===== config.mk =====
export PLATFORM = sky130hd
export DESIGN_NAME = array_linked_slot_allocator_core
export DESIGN_NICKNAME = d
export VERILOG_FILES = /design/src/hw/rtl/alsa_pkg.sv /design/src/hw/rtl/array_linked_slot_allocator_core.sv
export SDC_FILE = /design/constraint.sdc
export NUM_CORES = 2
export LEC_CHECK = 0
export BUFFER_PORTS_ARGS = -buffer_cell sky130_fd_sc_hd__clkbuf_2
export CAP_MARGIN = 25
export CORE_ASPECT_RATIO = 0.75
export CORE_MARGIN = 5
export CORE_UTILIZATION = 50
export DETAILED_ROUTE_END_ITERATION = 8
export MAX_ROUTING_LAYER = met4
export PLACE_DENSITY = 0.71
export SLEW_MARGIN = 20
export SYNTH_ARGS = -nofsm -noshare
export SYNTH_HDL_FRONTEND = slang
export SYNTH_SLANG_ARGS = --single-unit

===== constraint.sdc =====
create_clock -name clk_i -period 7.6 [get_ports clk_i]
set_clock_uncertainty 0.1 [all_clocks]
set_input_delay 1.14 -clock clk_i [delete_from_list [all_inputs] [get_ports clk_i]]
set_output_delay 1.14 -clock clk_i [all_outputs]
set_load 0.005 [all_outputs]

===== src/hw/rtl/alsa_pkg.sv =====
// Package for the array linked slot allocator.
// Holds the transaction payload structs, field widths and request codes.
// No dependencies.
`default_nettype none

package alsa_pkg;

  localparam int unsigned VAL_W = 16;
  localparam int unsigned IDX_W = 7;
  localparam int unsigned CNT_W = 7;

  localparam logic REQ_ALLOC   = 1'b0;
  localparam logic REQ_RECYCLE = 1'b1;

  typedef struct packed {
    logic             req_type;
    logic [VAL_W-1:0] entry_value;
    logic [VAL_W-1:0] match_key;
  } req_t;

  typedef struct packed {
    logic             ok;
    logic [IDX_W-1:0] slot_index;
    logic [CNT_W-1:0] freed_count;
  } rsp_t;

endpackage

`default_nettype wire


===== src/hw/rtl/array_linked_slot_allocator_core.sv =====
// Top level of the array linked slot allocator: free and busy lists in one link memory.
// Walks the lists with compare and increment logic under a small sequencer.
// Depends on alsa_pkg.
//
// Usage: a request transaction enters on in_valid_i/in_ready_o with payload in_i.
// An allocate pops the free list head, stores entry_value there, pushes the slot
// onto the busy list and returns its index; with an empty pool it returns ok=0.
// A recycle walks the busy list and moves every slot holding match_key onto the
// free list, returning the count. Every request gives exactly one response
// transaction on out_valid_o/out_ready_i with payload out_o.
// An allocate passes through ST_ALLOC and then ST_DONE, a failed one straight to ST_DONE.
// A recycle runs ST_REC_EVAL for each busy slot visited and ST_REC_FREE for each slot
// freed, visiting at most SLOTS slots. The walk follows one link per cycle through the
// registered read port of the link memory while no slot is freed; each freed slot
// costs an extra step on the single write port of that memory.
// One request is in flight at a time; in_ready_o is high while the sequencer is
// idle, even while a response waits in the output register.
// If the receiver stalls, the finished result waits until the output register is
// free. Reset empties the busy list and makes the whole pool free, with no
// clearing pass: untouched slots are tracked by a fill count.
`default_nettype none

module array_linked_slot_allocator_core #(
  parameter int unsigned SLOTS = 64
) (
  input  wire logic           clk_i,
  input  wire logic           rst_ni,
  input  wire logic           in_valid_i,
  output      logic           in_ready_o,
  input  wire alsa_pkg::req_t in_i,
  output      logic           out_valid_o,
  input  wire logic           out_ready_i,
  output      alsa_pkg::rsp_t out_o
);

  localparam int unsigned IW = $clog2(SLOTS + 1);
  localparam int unsigned AW = $clog2(SLOTS);
  localparam int unsigned XIW = (IW > alsa_pkg::IDX_W) ? IW : alsa_pkg::IDX_W;
  localparam int unsigned XCW = (IW > alsa_pkg::CNT_W) ? IW : alsa_pkg::CNT_W;
  localparam logic [IW-1:0] END = IW'(SLOTS);

  typedef enum logic [4:0] {
    ST_IDLE     = 5'b00001,
    ST_ALLOC    = 5'b00010,
    ST_REC_EVAL = 5'b00100,
    ST_REC_FREE = 5'b01000,
    ST_DONE     = 5'b10000
  } state_e;

  state_e state_q, state_d;

  logic [IW-1:0] cur_q, cur_d;
  logic [IW-1:0] prev_q, prev_d;
  logic [IW-1:0] nxt_q, nxt_d;
  logic [IW-1:0] steps_q, steps_d;
  logic [IW-1:0] freed_q, freed_d;
  logic [IW-1:0] free_head_q, free_head_d;
  logic [IW-1:0] busy_head_q, busy_head_d;
  logic [IW-1:0] fresh_q, fresh_d;
  logic [IW-1:0] res_idx_q, res_idx_d;
  logic          res_ok_q, res_ok_d;
  logic [alsa_pkg::VAL_W-1:0] key_q, key_d;
  logic [alsa_pkg::VAL_W-1:0] value_q, value_d;
  logic           out_valid_q, out_valid_d;
  alsa_pkg::rsp_t out_q, out_d;

  logic [IW-1:0] link_mem [SLOTS];
  logic [alsa_pkg::VAL_W-1:0] val_mem [SLOTS];
  logic [IW-1:0] link_rd_q;
  logic [alsa_pkg::VAL_W-1:0] val_rd_q;

  logic          rd_en;
  logic [IW-1:0] rd_addr;
  logic          link_we;
  logic [IW-1:0] link_waddr;
  logic [IW-1:0] link_wdata;
  logic          val_we;
  logic [IW-1:0] steps_inc;
  logic [XIW-1:0] idx_ext;
  logic [XCW-1:0] cnt_ext;

  assign steps_inc = steps_q + IW'(1);
  assign idx_ext   = XIW'(res_idx_q);
  assign cnt_ext   = XCW'(freed_q);

  always_ff @(posedge clk_i) begin
    if (link_we) begin
      link_mem[link_waddr[AW-1:0]] <= link_wdata;
    end
    if (rd_en) begin
      if (rd_addr >= fresh_q) begin
        link_rd_q <= rd_addr + IW'(1);
      end else begin
        link_rd_q <= link_mem[rd_addr[AW-1:0]];
      end
    end
  end

  always_ff @(posedge clk_i) begin
    if (val_we) begin
      val_mem[free_head_q[AW-1:0]] <= value_q;
    end
    if (rd_en) begin
      val_rd_q <= val_mem[rd_addr[AW-1:0]];
    end
  end

  always_comb begin
    state_d     = state_q;
    cur_d       = cur_q;
    prev_d      = prev_q;
    nxt_d       = nxt_q;
    steps_d     = steps_q;
    freed_d     = freed_q;
    free_head_d = free_head_q;
    busy_head_d = busy_head_q;
    fresh_d     = fresh_q;
    res_idx_d   = res_idx_q;
    res_ok_d    = res_ok_q;
    key_d       = key_q;
    value_d     = value_q;
    out_valid_d = out_valid_q;
    out_d       = out_q;
    rd_en       = 1'b0;
    rd_addr     = cur_q;
    link_we     = 1'b0;
    link_waddr  = cur_q;
    link_wdata  = free_head_q;
    val_we      = 1'b0;

    if (out_valid_q && out_ready_i) begin
      out_valid_d = 1'b0;
    end

    case (state_q)
      ST_IDLE: begin
        if (in_valid_i) begin
          key_d     = in_i.match_key;
          value_d   = in_i.entry_value;
          freed_d   = '0;
          res_idx_d = END;
          if (in_i.req_type == alsa_pkg::REQ_ALLOC) begin
            if (free_head_q >= END) begin
              res_ok_d = 1'b0;
              state_d  = ST_DONE;
            end else begin
              rd_en   = 1'b1;
              rd_addr = free_head_q;
              state_d = ST_ALLOC;
            end
          end else begin
            res_ok_d = 1'b1;
            if (busy_head_q >= END) begin
              state_d = ST_DONE;
            end else begin
              rd_en   = 1'b1;
              rd_addr = busy_head_q;
              cur_d   = busy_head_q;
              prev_d  = END;
              steps_d = '0;
              state_d = ST_REC_EVAL;
            end
          end
        end
      end
      ST_ALLOC: begin
        link_we     = 1'b1;
        link_waddr  = free_head_q;
        link_wdata  = busy_head_q;
        val_we      = 1'b1;
        free_head_d = link_rd_q;
        busy_head_d = free_head_q;
        if (free_head_q == fresh_q) begin
          fresh_d = fresh_q + IW'(1);
        end
        res_ok_d  = 1'b1;
        res_idx_d = free_head_q;
        state_d   = ST_DONE;
      end
      ST_REC_EVAL: begin
        steps_d = steps_inc;
        nxt_d   = link_rd_q;
        if (val_rd_q == key_q) begin
          if (prev_q >= END) begin
            busy_head_d = link_rd_q;
          end else begin
            link_we    = 1'b1;
            link_waddr = prev_q;
            link_wdata = link_rd_q;
          end
          state_d = ST_REC_FREE;
        end else begin
          prev_d = cur_q;
          if (link_rd_q < END && steps_inc < END) begin
            rd_en   = 1'b1;
            rd_addr = link_rd_q;
            cur_d   = link_rd_q;
          end else begin
            state_d = ST_DONE;
          end
        end
      end
      ST_REC_FREE: begin
        link_we     = 1'b1;
        link_waddr  = cur_q;
        link_wdata  = free_head_q;
        free_head_d = cur_q;
        freed_d     = freed_q + IW'(1);
        if (nxt_q < END && steps_q < END) begin
          rd_en   = 1'b1;
          rd_addr = nxt_q;
          cur_d   = nxt_q;
          state_d = ST_REC_EVAL;
        end else begin
          state_d = ST_DONE;
        end
      end
      ST_DONE: begin
        if (!out_valid_q || out_ready_i) begin
          out_valid_d       = 1'b1;
          out_d.ok          = res_ok_q;
          out_d.slot_index  = idx_ext[alsa_pkg::IDX_W-1:0];
          out_d.freed_count = cnt_ext[alsa_pkg::CNT_W-1:0];
          state_d           = ST_IDLE;
        end
      end
      default: begin
        state_d = ST_IDLE;
      end
    endcase
  end

  always_ff @(posedge clk_i or negedge rst_ni) begin
    if (!rst_ni) begin
      state_q     <= ST_IDLE;
      free_head_q <= '0;
      busy_head_q <= END;
      fresh_q     <= '0;
      out_valid_q <= 1'b0;
    end else begin
      state_q     <= state_d;
      free_head_q <= free_head_d;
      busy_head_q <= busy_head_d;
      fresh_q     <= fresh_d;
      out_valid_q <= out_valid_d;
    end
  end

  always_ff @(posedge clk_i) begin
    cur_q     <= cur_d;
    prev_q    <= prev_d;
    nxt_q     <= nxt_d;
    steps_q   <= steps_d;
    freed_q   <= freed_d;
    res_idx_q <= res_idx_d;
    res_ok_q  <= res_ok_d;
    key_q     <= key_d;
    value_q   <= value_d;
    out_q     <= out_d;
  end

  assign in_ready_o  = (state_q == ST_IDLE);
  assign out_valid_o = out_valid_q;
  assign out_o       = out_q;

  assert property (@(posedge clk_i) disable iff (!rst_ni) fresh_q <= END)
    else $error("Fill count exceeds the pool size.");

  assert property (@(posedge clk_i) disable iff (!rst_ni)
      (free_head_q >= END) |-> (fresh_q == END))
    else $error("Free list is empty while untouched slots remain.");

  assert property (@(posedge clk_i) disable iff (!rst_ni)
      (state_q == ST_DONE && !res_ok_q) |-> (free_head_q >= END))
    else $error("Allocate failed although the free list is not empty.");

  assert property (@(posedge clk_i) disable iff (!rst_ni)
      (state_q == ST_REC_FREE) |=> (freed_q == $past(freed_q) + IW'(1)))
    else $error("Freed count did not advance on a freed slot.");

endmodule

`default_nettype wire

==> results.sh <==
export IMPL_via_per_inst=6.10
export IMPL_antenna_found_initial=7
export IMPL_critPathLaunchType="flip-flop"
export IMPL_slew_viol_final=0
export IMPL_synthCells=4807
export IMPL_switchingPower_uw=12800
export IMPL_wl_per_cell_um=25.3
export IMPL_clock_root_buffer="clkbuf_16"
export IMPL_grt_pass1_wl_um=253000
export IMPL_seqPwrFrac=0.357
export IMPL_critPathRequiredTime_ns=8.02
export IMPL_layout_drive_gt1_share=0.0915
export IMPL_final_core_util=0.556
export IMPL_outcome="completed"
export IMPL_syn_to_final_growth_pct=10.8
export IMPL_routed_wl_um=171000
export IMPL_path_cells="xor2_1 > nor4_1 > and4_1 > or4_4 > o21ai_4 > inv_8 > ha_1 > a21o_1 > a21o_1 > a21o_1 > a21o_1 > a21o_1 > a21oi_1 > o31ai_1 > nor4b_1 > o21a_1 > a211oi_1"
export IMPL_fillers=10213
export IMPL_row_count=115
export IMPL_critPathMaxFanout=83
export IMPL_final_antenna_net_count=0
export IMPL_crit_top_cell="a21o_1"
export IMPL_criticalPathCategory="reg -> reg"
export IMPL_cts_clk_slew_worst_paths_ns=0.06
export IMPL_hp_class="reg -> reg"
export IMPL_yosysUniqueCellTypes=74
export IMPL_cts_resized=0
export IMPL_dr_total_vias=41154
export IMPL_boundaryPins=54
export IMPL_place_inst=6455
export IMPL_cp_arrival_ns=6.38
export IMPL_dp_slack_ns=1.41
export IMPL_synth_edf_count=1585
export IMPL_timing_rr_start="val_rd_q[5]$_DFFE_PP_"
export IMPL_yosys_warnings=0
export IMPL_fp_dieW_um=428
export IMPL_syn_avg_cell_area_um2=13.7
export IMPL_dr_pass1_iters=8
export IMPL_p_comb_frac=0.411
export IMPL_synthTopCellsByArea="edfxtp_1 72%, nand2_1 7.1%, mux2i_1 4.1%, nand3_1 2.9%, a311oi_1 1.8%"
export IMPL_async_flop_share=0.0167
export IMPL_synth_top_flop_cell="edfxtp_1"
export IMPL_final_hold_violation_count=0
export IMPL_grt_overflow=0
export IMPL_grt_pass1_vias=38449
export IMPL_netSwitchingFraction=0.407
export IMPL_initial_utilization=0.502
export IMPL_dieArea_um2=139000
export IMPL_yosys_top_cells_count="1585 x edfxtp_1, 1234 x nand2_1, 383 x nand3_1, 268 x mux2i_1, 184 x nor2_1"
export IMPL_grt_max_degree=192
export IMPL_fmax_mhz=168
export IMPL_fin_ws_ns=1.64
export IMPL_grt_total_usage=0.249
export IMPL_worst_pin_slew_ns=1.13
export IMPL_clk_insertion_delay_late_ns=0.79
export IMPL_netlist_area_um2=65700
export IMPL_clk_path_buf_depth=3
export IMPL_rsz0062_at_grt="false"
export IMPL_startpoint="val_rd_q[5]$_DFFE_PP_"
export IMPL_stdcell_count=6744
export IMPL_ys_seq_area_frac=0.735
export IMPL_cp_slowest_cell="and4_1"
export IMPL_cts_buffers=156
export IMPL_hold_buffers=0
export IMPL_critPathMaxStageDelay_ns=0.82
export IMPL_clock_power_share=0.232
export IMPL_place_gp_congestion=0.915
export IMPL_power_internal_uw=18600
export IMPL_fin_crit_ns=5.96
export IMPL_nets=4908
export IMPL_dieHeight_um=324
export IMPL_cts_htree_levels=4
export IMPL_cts_setup_buffers=0
export IMPL_yosysTopAreaCellShare=0.725
export IMPL_finalSetupTns_ns=0
export IMPL_setup_viol=0
export IMPL_hold_slack_ns=0.322
export IMPL_clock_sinks=1612
export IMPL_yosysTopAreaCell="edfxtp_1"
export IMPL_synth_nets=4855
export IMPL_cts_tree="built"
export IMPL_min_from="idx_ext[6]$_SDFFCE_PN1P_"
export IMPL_peakVddDrop_mv=0.668
export IMPL_io_buffers=53
export IMPL_ys_ff_latch=1612
export IMPL_crit_path_end_kind="flip-flop"
export IMPL_total_leakage_power_uw=0.0251
export IMPL_crit_buf_inv=1
export IMPL_power_density_nw_per_um2=431
export IMPL_relSlewSlack=0.246
export IMPL_cap_violations=0
export IMPL_drt_iter0_drc=6222
export IMPL_fp_coreArea_um2=131000
export IMPL_cp_top_family="compound AO/OA/AOI/OAI gates"
export IMPL_drcViolationCount=0
export IMPL_hpwl_um=96500
export IMPL_fin_crit_sh=0.784
export IMPL_synth_most_common_cell="edfxtp_1"
[state kept, by name (all words and copies together) (netlist names)]
| register | flops |
|---|---|
| nxt_q | 7 |
| state_q | 5 |
| value_q | 16 |
| val_rd_q | 16 |
| key_q | 16 |
| free_head_q | 7 |
| link_mem | 448 |
| prev_q | 7 |
| fresh_q | 7 |
| link_rd_q | 7 |
| out_o | 15 |
| steps_q | 7 |
| cur_q | 7 |
| res_ok_q | 1 |
| busy_head_q | 7 |
| cnt_ext | 7 |
| idx_ext | 7 |
| val_mem | 1024 |
| out_valid_o | 1 |
[path summary, 6_finish.rpt]
check,to,slack (ns),depth (start not counted)
setup / recovery,link_rd_q[5]$_DFFE_PP_,1.64,17
hold reg to reg,out_o[13]$_DFFE_PP_,0.32,0
hold / removal,out_o[13]$_DFFE_PP_,0.32,0
setup reg to reg,link_rd_q[5]$_DFFE_PP_,1.64,17
min in group asynchronous,busy_head_q[1]$_DFFE_PN0P_,0.35,1
max in group asynchronous,free_head_q[5]$_DFFE_PN0P_,6.51,1
[per-stage QoR]
stage                     instance area, um2  total power, uW
after floorplan                        65700            19600
after global routing                   72700            32600
after CTS                              72700            31100
after global placement                 68000            23700
final                                  72800            31300
after detailed placement               68000            23900
[cells by family (layout without fill, tap and decap cells)]
family | after synthesis | after routing | synth area share
fa+ha+maj | 11 | 11 | 0.00210
xor+xnor | 42 | 42 | 0.00560
other cells | 0 | 8 | 0
buf+inv | 321 | 495 | 0.0236
compound gates | 480 | 480 | 0.0545
flops | 1612 | 1612 | 0.735
simple gates | 2059 | 2059 | 0.135
mux | 282 | 282 | 0.0441
[cell usage in the layout, fill, tap and decap left out, types with 13 or more instances in the layout]
cell | synthesis | routed
dfrtp_1 | 25 | 25
nand3_1 | 383 | 383
and3_1 | 111 | 111
clkbuf_16 | 0 | 159
clkinv_1 | 1 | 39
buf_4 | 17 | 127
or3_1 | 25 | 25
clkinv_2 | 0 | 33
xnor2_1 | 13 | 13
nand4_1 | 28 | 28
nand2_1 | 1234 | 1227
xor2_1 | 29 | 29
a311oi_1 | 136 | 136
nor2_1 | 184 | 180
a211oi_1 | 35 | 34
a32o_1 | 20 | 20
clkbuf_1 | 133 | 29
and2_1 | 14 | 14
a21oi_1 | 78 | 78
mux2i_1 | 268 | 268
a311o_1 | 17 | 17
o211ai_1 | 14 | 14
o21ai_0 | 38 | 38
buf_12 | 0 | 15
inv_1 | 15 | 14
a31oi_1 | 56 | 56
edfxtp_1 | 1585 | 1585
clkbuf_2 | 0 | 53
nor3_1 | 26 | 25
[power by group through the flow]
stage               Sequential, uW  Combinational (uW)  Clock [uW]
finish                       11200               12900        7270
global route                 11200               13700        7740
CTS                          11200               12600        7340
detailed placement           11300               12600           0
global placement             11300               12400           0
floorplan                    11400                8200           0
[per-layer routing]
metal	vias to the layer above	wire length, um	global-route usage
li1	18030	-	-
met1	20382	69900	0.355
met2	2431	75500	0.356
met3	311	21200	0.0656
met4	0	4290	0.0694
met5	-	0	-
[final cells by class]
type                       instances  area [um2]  area share
clock inverter                    90         604     0.00831
inverter                          19        88.8     0.00122
antenna                            8        20.0    0.000275
clock buffer                     189        4100      0.0564
sequential                      1612       48300       0.664
multi-input combinational       2874       15900       0.219
tap                             1755        2200      0.0302
timing repair buffer             197        1540      0.0212
Power figures use the tool's default switching activity.
